<file path="src/design/hrf_pkg.sv">
`default_nettype none
// ----------------------------------------------------------------------------
// hrf_pkg: shared types and constants for the HRF convolution filter
// Field widths, item mode codes, sequencer states and the MAC control word.
// ----------------------------------------------------------------------------
package hrf_pkg;

  // Fixed widths of the interface fields
  localparam int FIELD_W     = 16;
  localparam int IDX_FIELD_W = 9;
  localparam int OUT_W       = 40;

  // Item mode codes
  localparam logic MODE_LOAD   = 1'b0;
  localparam logic MODE_SAMPLE = 1'b1;

  // Sequencer states
  typedef enum logic [1:0] {
    ST_IDLE,
    ST_RUN,
    ST_DRAIN,
    ST_FIN
  } hrf_state_t;

  // Control word for the MAC, aligned with the memory read data
  typedef struct packed {
    logic clr;      // clear accumulator for a new sample
    logic en;       // read data valid this cycle
    logic last;     // final tap of this sample
    logic hist_ok;  // history entry has been written since reset
  } hrf_mac_ctl_t;

endpackage
`default_nettype wire

</file>
<file path="src/design/hrf_mac.sv">
`default_nettype none
// ----------------------------------------------------------------------------
// hrf_mac: shared multiply-accumulate unit
// Registered product, then a wrapping 40-bit accumulate; pulses done after
// the last tap has been added.
// ----------------------------------------------------------------------------
module hrf_mac #(
  parameter int SAMPLE_BITS = 16,
  parameter int COEF_BITS   = 16
) (
  input  wire logic                              clk,
  input  wire logic                              rst_n,
  input  wire hrf_pkg::hrf_mac_ctl_t             ctl,
  input  wire logic signed [COEF_BITS-1:0]       coef,
  input  wire logic signed [SAMPLE_BITS-1:0]     smp,
  output logic signed [hrf_pkg::OUT_W-1:0]       acc,
  output logic                                   done
);

  localparam int PW = SAMPLE_BITS + COEF_BITS;
  localparam int OW = hrf_pkg::OUT_W;

  logic signed [SAMPLE_BITS-1:0] smp_m;
  logic signed [PW-1:0]          prod_nxt;
  logic signed [PW-1:0]          prod_r;
  logic                          pv_r;
  logic                          plast_r;
  logic signed [OW-1:0]          acc_r;
  logic                          done_r;

  // unwritten history slots count as zero
  assign smp_m    = ctl.hist_ok ? smp : '0;
  assign prod_nxt = PW'(coef) * PW'(smp_m);

  // product stage
  always_ff @(posedge clk) begin
    prod_r <= prod_nxt;
  end

  always_ff @(posedge clk) begin
    if (!rst_n) begin
      pv_r    <= 1'b0;
      plast_r <= 1'b0;
      done_r  <= 1'b0;
    end else begin
      pv_r    <= ctl.en;
      plast_r <= ctl.en & ctl.last;
      done_r  <= pv_r & plast_r;
    end
  end

  // accumulate stage, wraps modulo 2^40
  always_ff @(posedge clk) begin
    if (ctl.clr) begin
      acc_r <= '0;
    end else if (pv_r) begin
      acc_r <= acc_r + OW'(prod_r);
    end
  end

  assign acc  = acc_r;
  assign done = done_r;

endmodule
`default_nettype wire

</file>
<file path="config.mk">
export PLATFORM = sky130hd
export DESIGN_NAME = hrf_mac
export DESIGN_NICKNAME = d
export VERILOG_FILES = /design/src/design/hrf_pkg.sv /design/src/design/hrf_mac.sv
export SDC_FILE = /design/constraint.sdc
export NUM_CORES = 1
export LEC_CHECK = 0
export BUFFER_PORTS_ARGS = -buffer_cell sky130_fd_sc_hd__buf_2
export CAP_MARGIN = 15
export CORE_MARGIN = 5
export CORE_UTILIZATION = 44
export DETAILED_ROUTE_END_ITERATION = 12
export SETUP_SLACK_MARGIN = 0.05
export SYNTH_ARGS = -nofsm -noshare
export SYNTH_HDL_FRONTEND = slang
export SYNTH_SLANG_ARGS = --single-unit
</file>
<file path="constraint.sdc">
create_clock -name clk -period 17.9 [get_ports clk]
set_clock_uncertainty 0.2 [all_clocks]
set_input_delay 1.79 -clock clk [delete_from_list [all_inputs] [get_ports clk]]
set_output_delay 1.79 -clock clk [all_outputs]
set_load 0.01 [all_outputs]
</file>
==> results.toml <==
[logic_synthesis]
synthSimpleGateAreaFrac_pct = 16.4
synth_area_leaders = "fa_1 (37%), ha_1 (11%), dfxtp_1 (11%)"
synth_xor_area_share_pct = 4.16
syn_area_um2 = 14100
synth_nets = 1993
avgSynthCellArea_um2 = 8.98
async_reset_ff_share_pct = 0
netlist.area_leader.share_pct = 37.3
synthFlopType = "dfxtp_1"
yosysWarningCount = 0
synth_edf_count = 0
synth.area.mux_share_pct = 1.14
postSynthCellCount = 1571
yosysTopAreaCell = "fa_1"
yosysSeqAreaShare_pct = 10.6
synth_top_family_by_area = "adder cells"
synth_seq_cells = 75
synth_compound_area_share_pct = 9.82
synthAdderAreaFrac_pct = 48.1
yosysUniqueCellTypes = 76

[clocking]
ctsHoldBuffers = 0
cts_setup_buffers = 0
root_buffer = "clkbuf_16"
clk_pin_slew_ns = 0.05
cts_buffers = 9
cts_resized = 0
clk_latency_ns = 0.34
clockBufferDepth = 2
clock-sinks = 75
cts_tree = "yes"
cts_max_level = 3

[global_routing]
antenna_found_initial = 0
grt_max_degree = 79
grt_usage_pct = 19.0
gr-total-overflow = 0
grt_pass1_vias = 11100
grt_pass1_wl_mm = 55.3

[detailed_routing]
drtIter0Drc = 444
drt_pre_antenna_iters = 5
antenna_left = 0
num_vias = 10700
drcViolationCount = 0
vias_per_cell = 5.33
routed_wl_mm = 33.2
avgRoutedWirePerCell_um = 16.6

[timing]
hold_violations = 0
slew_viol_final = 0
slew_headroom_pct = 31.9
whs_ns = 0.260
finalSetupViolations = 0
finalCritPeriodShare_pct = 49.3
tightest_slew_ns = 1.02
setup-tns-final_ns = 0
rsz0062_at_grt = "false"
clock.fmax_mhz = 113
post-route-min-period_ns = 8.83

[critical_path]
cp_top_family = "adder cells"
path_class = "in2reg"
cp_cell_sequence = "buf_4 -> buf_4 -> and2_1 -> nand2_1 -> inv_1 -> fa_1 -> fa_1 -> fa_1 -> fa_1 -> fa_1 -> inv_1 -> fa_1 -> inv_1 -> ha_1 -> nand4_1 -> or2_2 -> o221ai_1 -> o31a_1 -> o41ai_4 -> o2111ai_1 -> a21oi_1 -> xnor2_1"
cp_common_cell = "fa_1"
required_ns = 17.96
cp_slowest_stage_delay_ns = 0.84
cpMaxStageDelayCell = "fa_1"
cp_max_fo = 78
timing.critical_path.buf_inv = 5
cp.arrival_ns = 8.88
critical_path.endpoint_type = "flop"
start_kind = "input port"

[run]
drv_cap = 0

[floorplan]
core_um2 = 31600
die_h_um = 189
ioPinCount = 79
initial_core_util_pct = 44.6
dieWidth_um = 189
die_area_um2 = 35700
rows = 65

[power]
power_leakage_nw = 7.94
ir_drop_mv = 0.101
power_density_nw_per_um2 = 152

[final_layout]
area_growth_pct = 7.29
fin_nets = 2019
fin_cells = 2004
nFillCells = 3076
post_route_cells_drive_above_1_share_pct = 7.62
antenna_cells = 0

[placed_design]
dpl.hpwl_mm = 27.4
placedCellCount = 1988
placement.io_buffers = 78
gp_congestion = 0.880

[run_status]
outcome = "complete, no violations"

[min_path]
hold_path_class = "reg2reg"
[final timing paths]
path | to | cells after the start | start | slack [ns]
max | prod_r[31]$_DFF_P_ | 22 | ctl[0] | 9.07
min | done$_SDFF_PN0_ | 1 | plast_r$_SDFF_PN0_ | 0.26
max reg2reg | acc[38]$_SDFFE_PP0P_ | 12 | acc[0]$_SDFFE_PP0P_ | 14.46
min reg2reg | done$_SDFF_PN0_ | 1 | plast_r$_SDFF_PN0_ | 0.26
[metal layers]
metal / share of wire (%) / GRT usage, % / routed length, µm / vias up
met5: 0 / 0 / 0 / -
met1: 41 / 23.7 / 13700 / 5324
li1: - / - / - / 5076
met2: 53 / 35.0 / 17500 / 222
met3: 3.7 / 2.03 / 1240 / 51
met4: 2.1 / 4.85 / 709 / 0
[cells in the mapped netlist, types with 2 or more instances]
master     instances
dfxtp_1           75
nor3b_1            4
nor2b_1            6
and4_1             3
and3_1           131
nor4_1             2
nand3_1           26
clkbuf_1          63
fa_1             263
a31oi_1            7
o21a_1             4
inv_1            301
or4_1              2
o21ai_0           29
a21boi_0           2
o2111ai_1          2
o22ai_1            9
ha_1             121
nand3b_1           2
and2_0             2
o21ai_1            6
a21o_1            26
nand4b_1           2
a211oi_2           5
o31ai_1            3
nand2_1          150
a211oi_1           7
nor4b_1            2
or3_1              2
mux2i_1           15
nor2_1            84
nor3_1            10
o211ai_1           5
or2_2              5
nand4_1            5
xnor2_1           48
a21oi_2            3
xor2_1            19
o31a_1             2
a21oi_1           62
nand2b_1           6
and2_1            10
o21bai_1           7
[cells in the final DEF, fill, tap and decap left out, drive strengths merged, types with 3 or more instances in the layout]
| cell type | synthesis | layout |
|---|---|---|
| o21bai | 7 | 7 |
| nand2b | 6 | 6 |
| mux2i | 15 | 15 |
| xnor2 | 48 | 48 |
| a21oi | 65 | 65 |
| nand2 | 150 | 150 |
| ha | 121 | 121 |
| nor4 | 3 | 3 |
| buf | 2 | 80 |
| bufinv | 0 | 3 |
| or2 | 6 | 6 |
| nor2 | 84 | 84 |
| o211ai | 5 | 5 |
| o22ai | 9 | 9 |
| o21a | 4 | 4 |
| and3 | 132 | 132 |
| nor3 | 10 | 10 |
| a21o | 26 | 26 |
| nor2b | 6 | 6 |
| o31ai | 4 | 4 |
| nand4 | 5 | 5 |
| dfxtp | 75 | 75 |
| nor3b | 5 | 5 |
| nand3 | 26 | 26 |
| and4 | 4 | 4 |
| clkbuf | 63 | 12 |
| xor2 | 19 | 19 |
| inv | 301 | 301 |
| fa | 263 | 263 |
| and2 | 12 | 12 |
| a31oi | 7 | 7 |
| a211oi | 12 | 12 |
| o21ai | 36 | 36 |
[through the flow]
stage	instance area [µm²]	power [mW]	util, %	worst slack, ns
finish	15100	2.31	47.8	9.07
global route	15100	2.59	47.8	8.61
CTS	15100	2.35	47.8	9.12
detailed placement	14800	2.12	46.7	8.76
global placement	14800	2.11	46.7	8.92
floorplan	14100	1.72	-	10.02
[report_power, final]
part	internal, mW	leakage (nW)	switching, mW
registers	0.244	0.622	0.0388
logic	0.797	7.14	1.01
clock network	0.147	0.179	0.0676
total	1.19	7.94	1.12
[cell type report]
class	count	area [µm²]	area share, %
Clock inverter	4	95.1	0.629
Multi-Input combinational cell	1130	11200	74.2
Sequential cell	75	1500	9.93
Tap cell	402	503	3.33
Clock buffer	12	267	1.76
Inverter	301	1130	7.47
Timing Repair Buffer	80	408	2.70
[worst register-to-register path, cell delays in order, from the launching register on]
cell and delay, ns:
dfxtp_1 0.36, ha_1 0.18, inv_1 0.05, fa_1 0.39, nand2b_1 0.21, a2111oi_4 0.42
nor4_2 0.17, o31ai_4 0.38, a31o_4 0.26, nand2_1 0.09, a211oi_2 0.25, mux2i_1 0.22
o311ai_1 0.11
[kinds of logic after synthesis]
| group | Yosys count |
|---|---|
| fa+ha+maj | 384 |
| xor+xnor | 67 |
| mux | 16 |
| buf+inv | 366 |
| flops | 75 |
| simple gates | 461 |
| compound gates | 202 |
[registers in the layout (all words and copies together) (netlist names)]
signal	count
acc	40
pv_r	1
plast_r	1
prod_r	32
done	1
(Power assumes the default switching activity.)
