[src/design/hrf_pkg.sv]
`default_nettype none
// ----------------------------------------------------------------------------
// hrf_pkg: shared types and constants for the HRF convolution filter
// Field widths, item mode codes, sequencer states and the MAC control word.
// ----------------------------------------------------------------------------
package hrf_pkg;

  // Fixed widths of the interface fields
  localparam int FIELD_W     = 16;
  localparam int IDX_FIELD_W = 9;
  localparam int OUT_W       = 40;

  // Item mode codes
  localparam logic MODE_LOAD   = 1'b0;
  localparam logic MODE_SAMPLE = 1'b1;

  // Sequencer states
  typedef enum logic [1:0] {
    ST_IDLE,
    ST_RUN,
    ST_DRAIN,
    ST_FIN
  } hrf_state_t;

  // Control word for the MAC, aligned with the memory read data
  typedef struct packed {
    logic clr;      // clear accumulator for a new sample
    logic en;       // read data valid this cycle
    logic last;     // final tap of this sample
    logic hist_ok;  // history entry has been written since reset
  } hrf_mac_ctl_t;

endpackage
`default_nettype wire

[src/design/hrf_seq.sv]
`default_nettype none
// ----------------------------------------------------------------------------
// hrf_seq: sample sequencer
// Walks the tap and history memories for one sample, tracks the delay-line
// write pointer and fill count, and retires the result.
// ----------------------------------------------------------------------------
module hrf_seq #(
  parameter int TAPS = 300
) (
  input  wire logic                                     clk,
  input  wire logic                                     rst_n,
  input  wire logic                                     in_valid,
  input  wire logic                                     in_mode,
  input  wire logic [hrf_pkg::IDX_FIELD_W-1:0]          in_tap_index,
  input  wire logic                                     acc_done,
  input  wire logic                                     out_busy,
  output logic                                          in_ready,
  output logic                                          tap_we,
  output logic [(TAPS > 1 ? $clog2(TAPS) : 1)-1:0]      tap_waddr,
  output logic [(TAPS > 1 ? $clog2(TAPS) : 1)-1:0]      tap_raddr,
  output logic [(TAPS > 1 ? $clog2(TAPS) : 1)-1:0]      hist_raddr,
  output logic                                          hist_we,
  output logic [(TAPS > 1 ? $clog2(TAPS) : 1)-1:0]      hist_waddr,
  output hrf_pkg::hrf_mac_ctl_t                         mac_ctl,
  output logic                                          out_load
);

  localparam int IW = (TAPS > 1) ? $clog2(TAPS) : 1;
  localparam int FW = $clog2(TAPS + 1);
  localparam int CW = (FW > IW) ? FW : IW;
  localparam logic [IW-1:0] LAST = IW'(TAPS - 1);
  localparam logic [FW-1:0] FULL = FW'(TAPS);

  hrf_pkg::hrf_state_t   state_r, state_nxt;
  logic [IW-1:0]         k_r, k_nxt;
  logic [IW-1:0]         slot_r, slot_nxt;
  logic [IW-1:0]         wp_r, wp_nxt;
  logic [FW-1:0]         fill_r, fill_nxt;
  hrf_pkg::hrf_mac_ctl_t mac_ctl_r, mac_ctl_nxt;
  logic                  accept;
  logic                  is_sample;
  logic                  issue;

  assign in_ready  = (state_r == hrf_pkg::ST_IDLE);
  assign accept    = in_valid & in_ready;
  assign is_sample = (in_mode == hrf_pkg::MODE_SAMPLE);
  assign issue     = (state_r == hrf_pkg::ST_RUN);

  // tap loads go straight to the coefficient memory; out-of-range dropped
  assign tap_we    = accept & ~is_sample & (32'(in_tap_index) < TAPS);
  assign tap_waddr = IW'(in_tap_index);
  assign tap_raddr = k_r;
  assign hist_raddr = slot_r;
  assign hist_waddr = wp_r;
  assign mac_ctl    = mac_ctl_r;

  // next state and outputs
  always_comb begin
    state_nxt = state_r;
    k_nxt     = k_r;
    slot_nxt  = slot_r;
    wp_nxt    = wp_r;
    fill_nxt  = fill_r;
    hist_we   = 1'b0;
    out_load  = 1'b0;

    mac_ctl_nxt.clr     = accept & is_sample;
    mac_ctl_nxt.en      = issue;
    mac_ctl_nxt.last    = issue & (k_r == LAST);
    mac_ctl_nxt.hist_ok = (CW'(slot_r) < CW'(fill_r));

    unique case (state_r)
      hrf_pkg::ST_IDLE: begin
        if (accept && is_sample) begin
          state_nxt = hrf_pkg::ST_RUN;
          k_nxt     = '0;
          slot_nxt  = (wp_r == '0) ? LAST : wp_r - IW'(1);
        end
      end
      hrf_pkg::ST_RUN: begin
        k_nxt    = k_r + IW'(1);
        slot_nxt = (slot_r == '0) ? LAST : slot_r - IW'(1);
        if (k_r == LAST) begin
          state_nxt = hrf_pkg::ST_DRAIN;
        end
      end
      hrf_pkg::ST_DRAIN: begin
        if (acc_done) begin
          state_nxt = hrf_pkg::ST_FIN;
        end
      end
      hrf_pkg::ST_FIN: begin
        // retire once the output register is free
        if (!out_busy) begin
          hist_we   = 1'b1;
          out_load  = 1'b1;
          wp_nxt    = (wp_r == LAST) ? '0 : wp_r + IW'(1);
          fill_nxt  = (fill_r == FULL) ? fill_r : fill_r + FW'(1);
          state_nxt = hrf_pkg::ST_IDLE;
        end
      end
      default: begin
        state_nxt = hrf_pkg::ST_IDLE;
      end
    endcase
  end

  // control registers
  always_ff @(posedge clk) begin
    if (!rst_n) begin
      state_r   <= hrf_pkg::ST_IDLE;
      wp_r      <= '0;
      fill_r    <= '0;
      mac_ctl_r <= '0;
    end else begin
      state_r   <= state_nxt;
      wp_r      <= wp_nxt;
      fill_r    <= fill_nxt;
      mac_ctl_r <= mac_ctl_nxt;
    end
  end

  always_ff @(posedge clk) begin
    k_r    <= k_nxt;
    slot_r <= slot_nxt;
  end

`ifndef SYNTHESIS
  // history write never overlaps a read in flight
  a_no_hist_overlap: assert property (@(posedge clk) disable iff (!rst_n)
    hist_we |-> !mac_ctl_r.en && !issue)
    else $error("history write during tap walk");

  // the walk ends after the last tap
  a_run_ends: assert property (@(posedge clk) disable iff (!rst_n)
    (issue && k_r == LAST) |=> (state_r == hrf_pkg::ST_DRAIN))
    else $error("tap walk did not end on last tap");

  // fill count saturates at the delay-line length
  a_fill_bound: assert property (@(posedge clk) disable iff (!rst_n)
    CW'(fill_r) <= CW'(FULL))
    else $error("fill count beyond depth");

  // write pointer advances by one slot per retired sample
  a_wp_step: assert property (@(posedge clk) disable iff (!rst_n)
    hist_we |=> (wp_r == (($past(wp_r) == LAST) ? '0 : $past(wp_r) + IW'(1))))
    else $error("write pointer step wrong");
`endif

endmodule
`default_nettype wire

[config.mk]
export PLATFORM = sky130hd
export DESIGN_NAME = hrf_seq
export DESIGN_NICKNAME = d
export VERILOG_FILES = /design/src/design/hrf_pkg.sv /design/src/design/hrf_seq.sv
export SDC_FILE = /design/constraint.sdc
export NUM_CORES = 1
export LEC_CHECK = 0
export BUFFER_PORTS_ARGS = -buffer_cell sky130_fd_sc_hd__clkbuf_2
export CORE_MARGIN = 1.5
export CORE_UTILIZATION = 35
export DETAILED_ROUTE_END_ITERATION = 10
export SKIP_CTS_REPAIR_TIMING = 1
export SLEW_MARGIN = 10
export SYNTH_ARGS = -nofsm -noshare
export SYNTH_HDL_FRONTEND = slang
export SYNTH_SLANG_ARGS = --single-unit
[constraint.sdc]
create_clock -name clk -period 3 [get_ports clk]
set_input_delay 0.75 -clock clk [delete_from_list [all_inputs] [get_ports clk]]
set_output_delay 0.75 -clock clk [all_outputs]
set_load 0.05 [all_outputs]
==> impl_metrics.csv <==
group,metric,value,unit
status,outcome,"finished, final reports clean",
worst_setup_path,critPathLaunchType,"input pin",
placed_design,globalplace.congestion,0.769,
synthesis,synth_nets,305,
synthesis,avgSynthCellArea,9.40,µm²
sta,fmax,388,MHz
synthesis,synth_warnings,0,
sta,setup_viol,0,
clock_network,cts.path.max_buffers,2,
worst_setup_path,cp.required,2250,ps
sta,finClkSkew,9.73,ps
detailed_routing,vias_per_cell,4.85,
worst_setup_path,cp_max_fo,2,
clock_network,root_buffer,"clkbuf_8",
flow_run,drv_cap,0,
detailed_routing,wl_per_cell,12.9,µm
sta,rsz0062_at_grt,"no",
grt,grt_pass1_wl,8470,µm
synthesis,synth_seq_area_share,0.401,
sta,post-route-worst-setup-slack,421,ps
worst_setup_path,critPathLaunch,"in_tap_index[2]",
placed_design,place_ws,396,ps
detailed_routing,ant_nets,0,
power,power_per_cell_area,729,nW/µm²
placed_design,placed_area,2850,µm²
finish,finalNetCount,350,
sta,hold_viol,0,
die,fp.coreArea,6910,µm²
sta,holdWs,516,ps
synthesis,synth-edff-count,18,
finish,layout-drive-gt1-share,0.224,
finish,antenna_cells,0,
sta,finalCritPeriodShare,0.860,
worst_setup_path,path_class,"input pin to output pin",
placed_design,hpwl,4080,µm
die,dieArea,7800,µm²
synthesis,syn-instance-count,271,
grt,antenna_found_initial,0,
die,die_h,88.3,µm
placed_design,dp.cells,405,
clock_network,htreeDepth,2,
grt,grt_max_degree,17,
grt,grt_pass1_vias,1763,
synthesis,synth_largest_area_cell,"edfxtp_1",
power,p_leak,1.21,nW
placed_design,io_buffer_count,54,
clock_network,cts.sinks,42,
finish,layout.cells.non_filler,413,
finish,area_growth,16.5,%
synthesis,yosysUniqueCellTypes,46,
synthesis,synth_top_area_share,0.212,
finish,final_cell_area,2970,µm²
grt,grt_overflow,0,
worst_hold_path,min_from,"state_r[1]",
die,fp.dieW,88.3,µm
finish,nFillCells,723,
clock_network,clk_latency,290,ps
synthesis,ys_ff_latch,42,
worst_hold_path,hp-class,"flop to flop",
detailed_routing,firstDrtPassIters,4,
grt,grt.total_usage,0.140,
synthesis,synth_area_leaders,"edfxtp_1 21%, dfxtp_1 19%, ha_1 9.3%",
worst_setup_path,end_kind,"output pin",
sta,finalSetupTns,0,ps
clock_network,cts-buffers-inserted,5,
die,rows,30,
sta,relSlewSlack,0.665,
die,start_util,0.369,
synthesis,synth_flop_cell,"dfxtp_1",
clock_network,cts_tree,"built",
sta,drv_slew,0,
detailed_routing,drc,0,
clock_network,path_clk_slew,80,ps
sta,period_minus_slack,2580,ps
detailed_routing,vias,2004,
synthesis,async_reset_ff_frac,0,
worst_setup_path,rr_startpoint,"hist_raddr[1]",
detailed_routing,routed_wl,5310,µm
worst_setup_path,worstPathArrival,1830,ps
die,io_pins,59,
detailed_routing,drt_iter0_drc,112,
synthesis,netlist_area,2550,µm²
power,peakVddDrop,0.269,mV
sta,tightestPinTransition,497,ps
-- sequential cells by signal, indices dropped and copies added, names as in the netlist --
name / count
mac_ctl: 4
hist_waddr: 9
tap_raddr: 9
hist_raddr: 9
state_r: 2
fill_r: 9
-- worst max-delay path, cell delays in order --
cell      delay, ps
clkbuf_2         90
a21o_1          160
a211o_1         320
a211oi_2        210
clkbuf_2        300
-- Yosys cell counts, drive strengths merged (2+ instances only) --
library cell   n
nand4b         2
a21oi         10
o21a           2
nor3           4
clkbuf         6
o22ai          4
and4b          2
a211oi         2
nand3         10
nand2         20
and3           6
a2bb2oi        2
ha            19
xnor2         14
nor4b          2
nor2          33
o21ai          6
xor2          15
inv           17
edfxtp        18
or3            7
dfxtp         24
mux2i          3
nor2b          3
nand4          8
buf           12
a21o           5
-- layout make-up --
cell class / count / area [µm²] / area share
Tap cell: 96 / 120 / 0.0405
Sequential cell: 42 / 1020 / 0.344
Timing Repair Buffer: 56 / 285 / 0.0962
Inverter: 17 / 63.8 / 0.0215
Multi-Input combinational cell: 194 / 1360 / 0.458
Clock inverter: 1 / 30.0 / 0.0101
Clock buffer: 7 / 86.3 / 0.0291
-- per-layer routing --
layer | wire length (µm) | vias to the layer above | global-route usage
li1 | - | 1032 | -
met1 | 2520 | 926 | 0.183
met2 | 2570 | 42 | 0.240
met3 | 192 | 4 | 0.0289
met4 | 31 | 0 | 0.0298
met5 | 0 | - | 0
-- per-stage QoR --
stage / utilization / total power [mW]
floorplan: - / 1.52
CTS: 0.429 / 2.18
detailed placement: 0.413 / 1.71
finish: 0.429 / 2.16
global placement: 0.413 / 1.70
global route: 0.429 / 2.28
-- power breakdown --
group	leakage, nW	internal [mW]	switching [mW]
clock network	0.0585	0.272	0.197
registers	0.357	0.730	0.101
logic	0.798	0.248	0.613
total	1.21	1.25	0.912
-- final timing paths --
check,end,slack [ps],cells past startpoint
setup / recovery,tap_we,420,5
hold / removal,state_r[1],520,2
hold reg to reg,state_r[1],520,2
setup reg to reg,hist_raddr[7],910,6
-- kinds of logic after synthesis --
kind of cell	share of synthesized area
multiplexers	0.0118
AND/OR/NAND/NOR	0.213
adder cells (fa/ha/maj)	0.0934
AO/OA/AOI/OAI	0.114
flip-flops	0.401
XOR/XNOR	0.0998
buffers and inverters	0.0673
-- cell usage in the layout, fill, tap and decap left out, drive strengths merged, types with 10 or more instances in the layout --
cell	instances
a21oi	10
clkbuf	61
dfxtp	24
edfxtp	18
ha	19
inv	17
nand2	20
nand3	10
nor2	33
xnor2	14
xor2	15
Power figures use the tool's default switching activity.
